==> config.mk <==
export PLATFORM = sky130hd
export DESIGN_NAME = short_name_encoder_core
export DESIGN_NICKNAME = d
export VERILOG_FILES = /design/src/rtl/sne_pkg.sv /design/src/rtl/short_name_encoder_core.sv
export SDC_FILE = /design/constraint.sdc
export NUM_CORES = 1
export LEC_CHECK = 0
export ABC_AREA = 1
export ABC_CLOCK_PERIOD_IN_PS = 34000
export BUFFER_PORTS_ARGS = -buffer_cell sky130_fd_sc_hd__buf_2
export CAP_MARGIN = 20
export CORE_ASPECT_RATIO = 1.25
export CORE_MARGIN = 3
export CORE_UTILIZATION = 45
export DETAILED_ROUTE_END_ITERATION = 8
export HOLD_SLACK_MARGIN = 0.12
export SLEW_MARGIN = 20
export SYNTH_ARGS = -nofsm -noshare
export SYNTH_HDL_FRONTEND = slang
export SYNTH_SLANG_ARGS = --single-unit
==> constraint.sdc <==
create_clock -name i_clk -period 34 [get_ports i_clk]
set_clock_uncertainty 0.05 [all_clocks]
set_input_delay 8.5 -clock i_clk [delete_from_list [all_inputs] [get_ports i_clk]]
set_output_delay 8.5 -clock i_clk [all_outputs]
set_load 0.005 [all_outputs]
==> src/rtl/sne_pkg.sv <==
// shared constants and a character helper for the short name encoder
package sne_pkg;

    localparam int unsigned SLOT_COUNT = 11;
    localparam int unsigned BASE_LEN   = 8;
    localparam int unsigned EXT_LEN    = SLOT_COUNT - BASE_LEN;
    localparam int unsigned CHAR_W     = 8;
    localparam int unsigned POS_W      = $clog2(SLOT_COUNT + 1);

    localparam logic [CHAR_W-1:0] CHAR_NUL   = 8'h00;
    localparam logic [CHAR_W-1:0] CHAR_SPACE = 8'h20;
    localparam logic [CHAR_W-1:0] CHAR_DOT   = 8'h2E;
    localparam logic [CHAR_W-1:0] CHAR_LO_A  = 8'h61;
    localparam logic [CHAR_W-1:0] CHAR_LO_Z  = 8'h7A;
    localparam logic [CHAR_W-1:0] CHAR_UP_A  = 8'h41;
    localparam logic [CHAR_W-1:0] CHAR_UP_Z  = 8'h5A;
    localparam logic [CHAR_W-1:0] CHAR_D0    = 8'h30;
    localparam logic [CHAR_W-1:0] CHAR_D9    = 8'h39;
    localparam logic [CHAR_W-1:0] CASE_DIFF  = CHAR_LO_A - CHAR_UP_A;

    localparam logic [1:0] DOT_RUN_ONE = 2'd1;
    localparam logic [1:0] DOT_RUN_TWO = 2'd2;
    localparam logic [1:0] DOT_RUN_MAX = 2'd3;

    typedef logic [CHAR_W-1:0] t_char;

    // uppercased letter or digit, nul when the byte is neither
    function automatic t_char keep_char(input t_char c);
        t_char res;
        res = CHAR_NUL;
        if (c inside {[CHAR_LO_A:CHAR_LO_Z]}) begin
            res = c - CASE_DIFF;
        end else if (c inside {[CHAR_UP_A:CHAR_UP_Z], [CHAR_D0:CHAR_D9]}) begin
            res = c;
        end
        return res;
    endfunction

endpackage

==> src/rtl/short_name_encoder_core.sv <==
// short name encoder top level: byte stream in, 8.3 short name out
//
// Takes a file name one byte per request on the char channel and, on the nul
// byte that ends it, gives one request on the name channel carrying the eight
// base characters and three extension characters, space padded, first
// character in the most significant byte. Letters are uppercased, letters and
// digits are kept, everything else is dropped; the first dot switches from the
// base to the extension. A name that is exactly one or two dots comes out as
// "." or "..". The slot registers and counters update at the accepting edge
// and a finished name goes into an output register, so one byte per clock is
// sustained. The only stall on the char side is while the output register
// holds a name that the far side has not yet taken.
module short_name_encoder_core (
    input  logic                                  i_clk,
    input  logic                                  i_rst_n,
    // char channel
    input  logic                                  i_char_valid,
    output logic                                  o_char_stall,
    input  logic [sne_pkg::CHAR_W-1:0]            i_char_in,
    // name channel
    output logic                                  o_name_valid,
    input  logic                                  i_name_stall,
    output logic [sne_pkg::BASE_LEN*sne_pkg::CHAR_W-1:0] o_base_part,
    output logic [sne_pkg::EXT_LEN*sne_pkg::CHAR_W-1:0]  o_ext_part
);
    import sne_pkg::*;

    // name state
    t_char             r_slots [SLOT_COUNT];
    t_char             n_slots [SLOT_COUNT];
    logic [POS_W-1:0]  r_slot_pos, n_slot_pos;
    logic              r_in_ext, n_in_ext;
    logic [1:0]        r_dot_run, n_dot_run;
    logic              r_non_dot, n_non_dot;

    // output register
    logic                          r_out_valid;
    logic [BASE_LEN*CHAR_W-1:0]    r_base, n_base;
    logic [EXT_LEN*CHAR_W-1:0]     r_ext, n_ext;

    logic   char_accept;
    logic   is_end;
    logic   is_dot;
    t_char  kept;
    logic   pos_ok;
    logic   dot_name;

    // stall only while a finished name waits
    assign o_char_stall = r_out_valid && i_name_stall;
    assign char_accept  = i_char_valid && !o_char_stall;
    assign is_end       = (i_char_in == CHAR_NUL);
    assign is_dot       = (i_char_in == CHAR_DOT);
    assign kept         = keep_char(i_char_in);
    assign pos_ok       = r_in_ext ? (r_slot_pos < POS_W'(SLOT_COUNT))
                                   : (r_slot_pos < POS_W'(BASE_LEN));
    // name made of one or two dots only
    assign dot_name     = !r_non_dot &&
                          ((r_dot_run == DOT_RUN_ONE) || (r_dot_run == DOT_RUN_TWO));

    // next name state for a non-nul byte
    always_comb begin
        n_slots    = r_slots;
        n_slot_pos = r_slot_pos;
        n_in_ext   = r_in_ext;
        n_dot_run  = r_dot_run;
        n_non_dot  = r_non_dot;
        if (is_dot) begin
            if (!r_non_dot && (r_dot_run != DOT_RUN_MAX)) begin
                n_dot_run = r_dot_run + 2'd1;
            end
        end else begin
            n_non_dot = 1'b1;
        end
        if (!r_in_ext && is_dot) begin
            // first dot: jump to the extension slots
            n_in_ext   = 1'b1;
            n_slot_pos = POS_W'(BASE_LEN);
        end else if ((kept != CHAR_NUL) && pos_ok) begin
            for (int k = 0; k < SLOT_COUNT; k++) begin
                if (r_slot_pos == POS_W'(k)) begin
                    n_slots[k] = kept;
                end
            end
            n_slot_pos = r_slot_pos + POS_W'(1);
        end
    end

    // packed result, with the dot names substituted
    always_comb begin
        for (int k = 0; k < BASE_LEN; k++) begin
            n_base[(BASE_LEN-1-k)*CHAR_W +: CHAR_W] = r_slots[k];
        end
        for (int k = 0; k < EXT_LEN; k++) begin
            n_ext[(EXT_LEN-1-k)*CHAR_W +: CHAR_W] = r_slots[BASE_LEN+k];
        end
        if (dot_name) begin
            n_base = {BASE_LEN{CHAR_SPACE}};
            n_ext  = {EXT_LEN{CHAR_SPACE}};
            n_base[(BASE_LEN-1)*CHAR_W +: CHAR_W] = CHAR_DOT;
            if (r_dot_run == DOT_RUN_TWO) begin
                n_base[(BASE_LEN-2)*CHAR_W +: CHAR_W] = CHAR_DOT;
            end
        end
    end

    // name state registers; a nul byte returns them to reset
    always_ff @(posedge i_clk) begin
        if (!i_rst_n || (char_accept && is_end)) begin
            for (int k = 0; k < SLOT_COUNT; k++) begin
                r_slots[k] <= CHAR_SPACE;
            end
            r_slot_pos <= '0;
            r_in_ext   <= 1'b0;
            r_dot_run  <= '0;
            r_non_dot  <= 1'b0;
        end else if (char_accept) begin
            r_slots    <= n_slots;
            r_slot_pos <= n_slot_pos;
            r_in_ext   <= n_in_ext;
            r_dot_run  <= n_dot_run;
            r_non_dot  <= n_non_dot;
        end
    end

    // output valid
    always_ff @(posedge i_clk) begin
        if (!i_rst_n) begin
            r_out_valid <= 1'b0;
        end else if (char_accept && is_end) begin
            r_out_valid <= 1'b1;
        end else if (!i_name_stall) begin
            r_out_valid <= 1'b0;
        end
    end

    // output payload
    always_ff @(posedge i_clk) begin
        if (char_accept && is_end) begin
            r_base <= n_base;
            r_ext  <= n_ext;
        end
    end

    assign o_name_valid = r_out_valid;
    assign o_base_part  = r_base;
    assign o_ext_part   = r_ext;

endmodule
# Word level (Yosys, flattened, before mapping)
# Cells that the tools add are included.
[totals]
word_cells = 92
in_bits = 12
output_inout_bits = 90
ff_bits = 185
[op_classes]
n_lt_le_gt_ge = 8
bitwise_logic = 2
n_mux = 9
reduce_logical = 36
eq_ne = 15
addsub = 3
[op_table]
columns = ["op", "count"]
rows = [
  ["56-bit two-way mux", 1],
  ["4-bit AND reduction", 11],
  ["4-bit by 3-bit == test with 1-bit output (second input constant)", 4],
  ["8-bit by 7-bit >= comparator with 1-bit output (second input constant)", 2],
  ["8-bit by 7-bit less-or-equal comparator with 1-bit output (second input constant)", 2],
  ["8-bit two-way mux", 2],
  ["4-bit == test (second input constant)", 3],
  ["4-bit two-way mux", 3],
  ["1-bit logical AND", 10],
  ["4-bit by 2-bit == test with 1-bit output (second input constant)", 2],
  ["8-bit by 6-bit == test with 1-bit output (second input constant)", 1],
  ["8-bit by 6-bit >= comparator with 1-bit output (second input constant)", 1],
  ["8-bit by 6-bit less-or-equal comparator with 1-bit output (second input constant)", 1],
  ["8-bit logical NOT", 1],
  ["4-bit less-than comparator (second input constant)", 2],
  ["8-bit nonzero test", 1],
  ["8-bit by 6-bit subtractor with 8-bit output (second input constant)", 1],
  ["2-bit AND reduction", 3],
  ["4-bit by 1-bit adder with 4-bit output (second input constant)", 1],
  ["4-bit by 1-bit == test with 1-bit output (second input constant)", 1],
  ["1-bit logical NOT", 4],
  ["4-bit logical NOT", 1],
  ["2-bit nonzero test", 2],
  ["1-bit two-way mux", 3],
  ["other kinds (8)", 10],
]

# Depth between registers and ports, before layout
# Gate-level depths: netlist (run 1).
[logic_depth]
word_depth = 9
mapped_depth = 12
ltp_nobuf = 11

# Least setup slack after synthesis (run 1)
# No wires, ideal clock.
[synth_path]
path_type = "input-to-output"
start = "input port i_name_stall"
end = "output port o_char_stall"
stages = 2
t_required_ns = 25.450
setup_slack_ns = 16.831
arrival_time_ns = 8.619
path_buffers = 0
path_cell_list = "nand2_1 -> inv_1"
[synth_between]
elab_chain_cells = 1
[synth_lines]
columns = ["element", "line", "rtl"]
rows = [
  ["from (decl)", "short_name_encoder_core.sv:22", "input logic i_name_stall,"],
  ["1-bit logical AND", "short_name_encoder_core.sv:49", "assign o_char_stall = r_out_valid && i_name_stall;"],
  ["to (decl)", "short_name_encoder_core.sv:18", "output logic o_char_stall,"],
]
# Every way passes these cells.

# Worst setup path after layout (run 1)
# Ends and elaborated chain as after synthesis.

==> flow_metrics.tcl, run 1 <==
set metrics [dict create \
    status "complete, no violations" \
    clkLatencyLatePin_ps 410 \
    clkSinkCount 185 \
    drv_cap 0 \
    fin_util_pct 54.4 \
    grt_max_degree 58 \
    synth_top_family_by_area "simple AND/OR/NAND/NOR gates" \
    fin_crit_sh_pct 51.1 \
    timing.rr.start "o_name_valid" \
    layout_common_cells "nand2_1 (214), inv_1 (114), nor2_1 (104)" \
    min_path_type "reg -> reg" \
    start_util_pct 46.2 \
    power_density_mw_per_mm2 51.0 \
    post_cts_resized 0 \
    hold_violations 0 \
    critPathCaptureType "output port" \
    synth_cells 821 \
    grtUsageMet3_pct 2.76 \
    syn_nets 842 \
    gp_congestion 0.845 \
    yosysUniqueCellTypes 27 \
    io_buffers 101 \
    rr_worst_depth 9 \
    grt_pass1_wl_um 25400 \
    first_pass_iters 5 \
    rsz0062_at_grt "no" \
    drt-total-wl_um 15600 \
    postSynthAreaPerCell_um2 9.19 \
    cts_setup_buffers 0 \
    synth_area_mm2 0.00755 \
    tightestPinTransition_ps 731 \
    mostFrequentLayoutCell "nand2_1" \
    yosys.area_share.simple_pct 23.3 \
    grt_overflow 0 \
    tns_ps 0 \
    worst_hold_path.endpoint "r_slots[81]" \
    seq_area_frac_synth_pct 60.7 \
    drtIter0Drc 384 \
    clock_path_buffers 2 \
    fmax_ghz 0.0575 \
    hold_depth 2 \
    cts_root_buf "clkbuf_16" \
    nFillCells 1523 \
    synth_area_leaders "edfxtp_1 (35%), dfxtp_1 (26%), nand2_1 (11%)" \
    path_max_fanout 2 \
    grt_usage_pct 17.5 \
    hp-start "r_slots[81]" \
    stdcell_count 1148 \
    top_usage_layer "met2" \
    synth_adder_area_share_pct 1.49 \
    required_ps 25450 \
    r2r_setup_slack_ps 31510 \
    slew_headroom_pct 51.2 \
    grt_pass1_vias 5115 \
    dpl.hpwl_um 9730 \
    grtUsageMet1_pct 23.5 \
    rows 52 \
    power_w 0.000453 \
    pin_count 102 \
    period_needed_ps 17380 \
    met2_usage_pct 29.5 \
    drv_slew 0 \
    synth-seq-cells 185 \
    clk_pin_slew_ps 70 \
    final_nets 940 \
    die_h_um 151 \
    ant_nets 0 \
    yosys_warnings 0 \
    drc 0 \
    crit_arrival_ps 8830 \
    path_class "in -> out" \
    synthMuxAreaShare_pct 0 \
    start_kind "input pin" \
    wl_per_cell_um 13.5 \
    synth_xor_area_share_pct 0.232 \
    htree_num_levels 4 \
    diodes 0 \
    finalSetupViolCount 0 \
    synthDominantCellAreaShare_pct 35.0 \
    vias 5356 \
    die_x_um 122 \
    dp_slack_ps 16620 \
    r2r_end "r_slots[44]" \
    cts_buffers 17 \
    hold_buffers 0 \
    synthToLayoutAreaGrowth_pct 17.6 \
    synth-compound-area-share_pct 6.51 \
    drive_gt1_share_pct 20.2 \
    synth_top_area_cell "edfxtp_1" \
    dp.cells 1116 \
    max-vdd-ir-drop_uv 26.3 \
    finalWorstSetupSlack_ps 16620 \
    grt_antenna_before_repair 0 \
    core_mm2 0.0163 \
    vias_per_cell 4.67 \
    die-area_mm2 0.0184 \
    cts_tree "yes" \
    leakagePower_nw 3.41 \
]
==> cells by family after synthesis <==
logic type,after synthesis
XOR/XNOR,2
flip-flops,185
AND/OR/NAND/NOR,382
AO/OA/AOI/OAI,96
adder cells (fa/ha/maj),9
buffers and inverters,147
==> per-stage QoR <==
step | area, um2 | hold slack [ps]
6_report | 8880 | 412
5_1_grt | 8880 | 429
4_1_cts | 8880 | 413
3_5_place_dp | 8260 | 403
3_3_place_gp | 8260 | 398
2_1_floorplan | 7550 | 385
==> how the worst max path moves through the flow <==
stage | startpoint | to
CTS | i_name_stall | o_char_stall
global route | i_name_stall | o_char_stall
finish | i_name_stall | o_char_stall
floorplan | i_name_stall | o_char_stall
detailed placement | i_name_stall | o_char_stall
global placement | i_name_stall | o_char_stall
==> layer usage <==
metal | up-vias | routed length (um) | part of all wire, %
met1 | 2461 | 7080 | 45
met2 | 96 | 7720 | 50
li1 | 2783 | - | -
met4 | 0 | 244 | 1.6
met3 | 16 | 513 | 3.3
met5 | - | 0 | 0
==> cell usage after synthesis (all sizes together) <==
cell type / number
nor3: 2
xor2: 2
ha: 9
o21ai: 9
edfxtp: 88
o31ai: 1
nor2: 118
nand4: 13
dfxtp: 97
nor4: 1
clkbuf: 19
inv: 116
nand2: 214
nand3: 20
a21oi: 86
buf: 12
or2: 14
==> sequential cells by signal, summed over array words and instances, names as in the netlist <==
register      cells
r_slot_pos        4
r_non_dot         1
o_base_part      64
o_name_valid      1
r_slots          88
r_dot_run         2
r_in_ext          1
o_ext_part       24
==> area by class of cell <==
cell class                      count  area, um2  area share [%]
Sequential cell                   185       4580            51.6
Multi-Input combinational cell    489       2400            27.0
Timing Repair Buffer              110        573            6.45
Clock buffer                       18        439            4.95
Inverter                          116        435            4.90
Tap cell                          216        270            3.04
Clock inverter                     14        179            2.01
==> power by group <==
| part | switching (W) | total [W] | internal [W] |
|---|---|---|---|
| combinational | 0.0000128 | 0.0000164 | 0.00000359 |
| clock | 0.0000898 | 0.000204 | 0.000114 |
| sequential | 0.000000558 | 0.000232 | 0.000232 |
| total | 0.000103 | 0.000453 | 0.000349 |
==> worst max-delay path, stage by stage <==
cell     delay [ps]
buf_2            90
nand2_1          70
inv_1            50
buf_2           120
Power figures use the tool's default switching activity.
==> run 2: changes to the inputs <==
- ABC_CLOCK_PERIOD_IN_PS: 34000 -> 15360
- PLACE_DENSITY: unset -> 0.67
- clock period: 34 -> 15.36 ns (I/O delays scaled with it)
==> flow_metrics.tcl, run 2 (synthesized netlist as in run 1, its figures left out) <==
set metrics [dict create \
    htree_num_levels 4 \
    wl_per_cell_um 13.2 \
    grtUsageMet1_pct 22.3 \
    clk_pin_slew_ps 70 \
    cts_tree "yes" \
    required_ps 11470 \
    fin_crit_sh_pct 52.5 \
    clkLatencyLatePin_ps 430 \
    critPathMaxStageDelay_ps 120 \
    dpl.hpwl_um 9470 \
    gp_congestion 0.824 \
    drt-total-wl_um 15100 \
    max-vdd-ir-drop_uv 70.5 \
    post_cts_resized 0 \
    path_max_fanout 2 \
    path_cells "buf_2 > nand2_1 > inv_1 > buf_2" \
    start_kind "input pin" \
    io_buffers 101 \
    drv_slew 0 \
    core_mm2 0.0163 \
    p_switching_w 0.000223 \
    die_x_um 122 \
    fin_hold_ws_ps 412 \
    die_h_um 151 \
    clkSinkCount 185 \
    grt_usage_pct 17.0 \
    mostFrequentLayoutCell "nand2_1" \
    top_usage_layer "met2" \
    finalSetupViolCount 0 \
    fmax_ghz 0.124 \
    start_util_pct 46.2 \
    path_buf_inv 3 \
    die-area_mm2 0.0184 \
    grt_pass1_wl_um 24500 \
    first_pass_iters 4 \
    critPathMostFrequentCell "buf_2" \
    pin_count 102 \
    final_nets 940 \
    grt_pass1_vias 4909 \
    placement.cell_area_mm2 0.00825 \
    hold_violations 0 \
    swShare_pct 23.0 \
    cp_top_family "buffers and inverters" \
    tns_ps 0 \
    min_path_type "reg -> reg" \
    hold_buffers 0 \
    drc 0 \
    intPower_w 0.000748 \
    vias 5354 \
    cts_buffers 17 \
    regMostFlops "r_slots" \
    cts_root_buf "clkbuf_16" \
    rows 52 \
    largest_reg_flops 88 \
    crit_arrival_ps 4170 \
    cts_setup_buffers 0 \
    power_w 0.000972 \
    tightestPinTransition_ps 1170 \
    met2_usage_pct 28.5 \
    grt_antenna_before_repair 0 \
    path_class "in -> out" \
    leakagePower_nw 3.39 \
    power_frac_seq_pct 52.9 \
    grt_overflow 0 \
    drtIter0Drc 335 \
    ant_nets 0 \
    power_frac_comb_pct 3.7 \
    drv_cap 0 \
    grt_max_degree 90 \
    grtUsageMet3_pct 2.91 \
    synthToLayoutAreaGrowth_pct 16.9 \
    clkPwrFrac_pct 43.4 \
    clock_path_buffers 2 \
    drive_gt1_share_pct 20.0 \
    vias_per_cell 4.66 \
    rsz0062_at_grt "no" \
    diodes 0 \
    status "complete, no violations" \
    fin_util_pct 54.0 \
    layout_common_cells "nand2_1 (214), inv_1 (114), nor2_1 (105)" \
    power_density_mw_per_mm2 110 \
    crit_slowest_cell "buf_2" \
    final_area_mm2 0.00883 \
    slew_headroom_pct 21.5 \
    period_needed_ps 8060 \
    critPathCaptureType "output port" \
]
==> run 2: cell count changes in the layout (fill, tap and decap cells not counted), moves of 2 or more <==
cell,previous run,this run
clkinv_2,0,4
buf_4,9,7
inv_6,3,5
inv_8,4,2
==> run 2: worst paths after layout <==
| kind | to | startpoint | slack, ps | cells past startpoint |
|---|---|---|---|---|
| setup / recovery | o_char_stall | i_name_stall | 7300 | 4 |
| hold reg to reg | r_slots[83] | r_slots[83] | 410 | 2 |
| setup reg to reg | r_slots[31] | o_name_valid | 12850 | 9 |
| hold / removal | r_slots[83] | r_slots[83] | 410 | 2 |
==> run 2: per-layer routing <==
layer / share of wire, % / routed length [um]
met5: 0 / 0
met4: 2.0 / 300
met3: 4.6 / 692
met2: 49 / 7430
met1: 44 / 6680
==> run 2: tightest hold or removal path, stage by stage, from the launching register on <==
cell and delay (ps):
dfxtp_1 310, nand2_1 60, a21oi_1 50
==> run 2: per-stage QoR <==
step           std cells  setup WS (ps)
3_3_place_gp        1115           7300
3_5_place_dp        1115           7300
4_1_cts             1147           7300
6_report            1148           7300
2_1_floorplan        821           3440
5_1_grt             1148           7240
==> run 2: layout make-up <==
| type | instances | area (um2) |
|---|---|---|
| fill | 1490 | 7500 |
| sequential | 185 | 4580 |
| multi-input combinational | 489 | 2390 |
| timing repair buffer | 110 | 577 |
| inverter | 116 | 435 |
| clock buffer | 17 | 425 |
| tap | 216 | 270 |
| clock inverter | 15 | 141 |
==> run 2: power groups by stage <==
stage / Sequential, W / Clock [W] / Combinational, W
final: 0.000514 / 0.000422 / 0.0000359
after global routing: 0.000514 / 0.000449 / 0.0000401
after CTS: 0.000514 / 0.000429 / 0.0000361
after detailed placement: 0.000525 / 0 / 0.0000359
after global placement: 0.000525 / 0 / 0.0000358
after floorplan: 0.000525 / 0 / 0.0000256
==> run 3: changes to the inputs <==
- ABC_CLOCK_PERIOD_IN_PS: 15360 -> 7950
- PLACE_DENSITY: 0.67 -> unset
- clock period: 15.36 -> 7.95 ns (I/O delays scaled with it)
==> flow_metrics.tcl, run 3 (synthesized netlist as in run 1, its figures left out) <==
set metrics [dict create \
    tightestPinTransition_ps 1060 \
    r2r_end "r_slots[41]" \
    gp_congestion 0.868 \
    clkSinkCount 185 \
    dp.cells 1115 \
    wl_met2_um 8090 \
    layout_common_cells "nand2_1 (214), inv_1 (114), nor2_1 (105)" \
    clock_path_buffers 2 \
    clk_pin_slew_ps 60 \
    r2r_setup_slack_ps 5460 \
    grt_max_degree 62 \
    cts_setup_buffers 0 \
    placement.cell_area_mm2 0.00825 \
    ant_nets 0 \
    crit_arrival_ps 2320 \
    rr_worst_depth 9 \
    setup.worst_path.end "o_char_stall" \
    final_nets 939 \
    hold_violations 0 \
    synthToLayoutAreaGrowth_pct 16.5 \
    largest_reg_flops 88 \
    drc 0 \
    min_path_type "reg -> reg" \
    die-area_mm2 0.0184 \
    final_area_mm2 0.00879 \
    grt_usage_pct 18.1 \
    cts_tree "yes" \
    slew_headroom_pct 29.0 \
    stdcell_count 1147 \
    cp-startpoint "i_name_stall" \
    multiInputGateArea_mm2 0.00240 \
    die_h_um 151 \
    io_buffers 101 \
    required_ps 5910 \
    htree_num_levels 4 \
    fin_hold_ws_ps 414 \
    core_mm2 0.0163 \
    mostFrequentLayoutCell "nand2_1" \
    grt_pass1_wl_um 25600 \
    wl_per_cell_um 13.7 \
    seq_area_mm2 0.00458 \
    path_max_fanout 2 \
    first_pass_iters 4 \
    met3_length_um 695 \
    drive_gt1_share_pct 19.3 \
    max-vdd-ir-drop_uv 135 \
    die_x_um 122 \
    post_cts_resized 0 \
    grt_pass1_vias 5059 \
    grt_overflow 0 \
    critPathCaptureType "output port" \
    regMostFlops "r_slots" \
    leakagePower_nw 3.36 \
    finalSetupViolCount 0 \
    rows 52 \
    drv_slew 0 \
    drt-total-wl_um 15700 \
    status "complete, no violations" \
    fin_crit_sh_pct 54.8 \
    rsz0062_at_grt "no" \
    fmax_ghz 0.229 \
    power_density_mw_per_mm2 209 \
    period_needed_ps 4360 \
    vias_per_cell 4.68 \
    top_layer "met4" \
    cts_root_buf "clkbuf_16" \
    dpl.hpwl_um 9980 \
    start_kind "input pin" \
    timing.rr.start "o_name_valid" \
    m1WireLength_um 6720 \
    diodes 0 \
    grt_antenna_before_repair 0 \
    cts_buffers 17 \
    clkLatencyLatePin_ps 430 \
    drtIter0Drc 353 \
    hold_buffers 0 \
    path_class "in -> out" \
    fin_util_pct 53.9 \
    pin_count 102 \
    start_util_pct 46.2 \
    vias 5364 \
    nFillCells 1526 \
    drv_cap 0 \
    tns_ps 0 \
]
==> run 3: through the flow <==
stage               worst slack (ps)  total power (W)
global route                    3540          0.00191
finish                          3590          0.00184
CTS                             3590          0.00186
detailed placement              3570          0.00108
floorplan                        903          0.00106
global placement                3600          0.00108
==> run 3: worst min path at each step <==
| stage | start | to | slack [ps] | cells past startpoint |
|---|---|---|---|---|
| final | r_slots[6] | r_slots[6] | 410 | 2 |
| after detailed placement | r_slots[53] | r_slots[53] | 400 | 2 |
| after floorplan | r_slots[29] | r_slots[29] | 380 | 2 |
| after global placement | r_slots[53] | r_slots[53] | 400 | 2 |
| after global routing | r_slots[15] | r_slots[15] | 430 | 2 |
| after CTS | r_slots[6] | r_slots[6] | 420 | 2 |
==> run 3: layout make-up <==
type,instances,area share [%]
clock inverter,12,1.14
multi-input combinational,489,27.3
timing repair buffer,109,6.43
tap,216,3.07
sequential,185,52.1
clock buffer,20,4.97
inverter,116,4.95
==> run 3: per-layer routing <==
metal / vias up / track usage [%]
met4: 0 / 7.01
li1: 2792 / -
met5: - / 0
met2: 110 / 30.1
met1: 2448 / 23.1
met3: 14 / 3.77
==> run 3: report_power, final <==
part / internal, W / switching (W) / leakage (nW)
sequential: 0.000991 / 0.00000253 / 1.55
combinational: 0.0000150 / 0.0000535 / 1.56
clock: 0.000429 / 0.000347 / 0.254
==> run 3: worst max-delay path: stages <==
cell	delay [ps]
buf_2	100
nand2_1	70
inv_1	50
buf_2	120
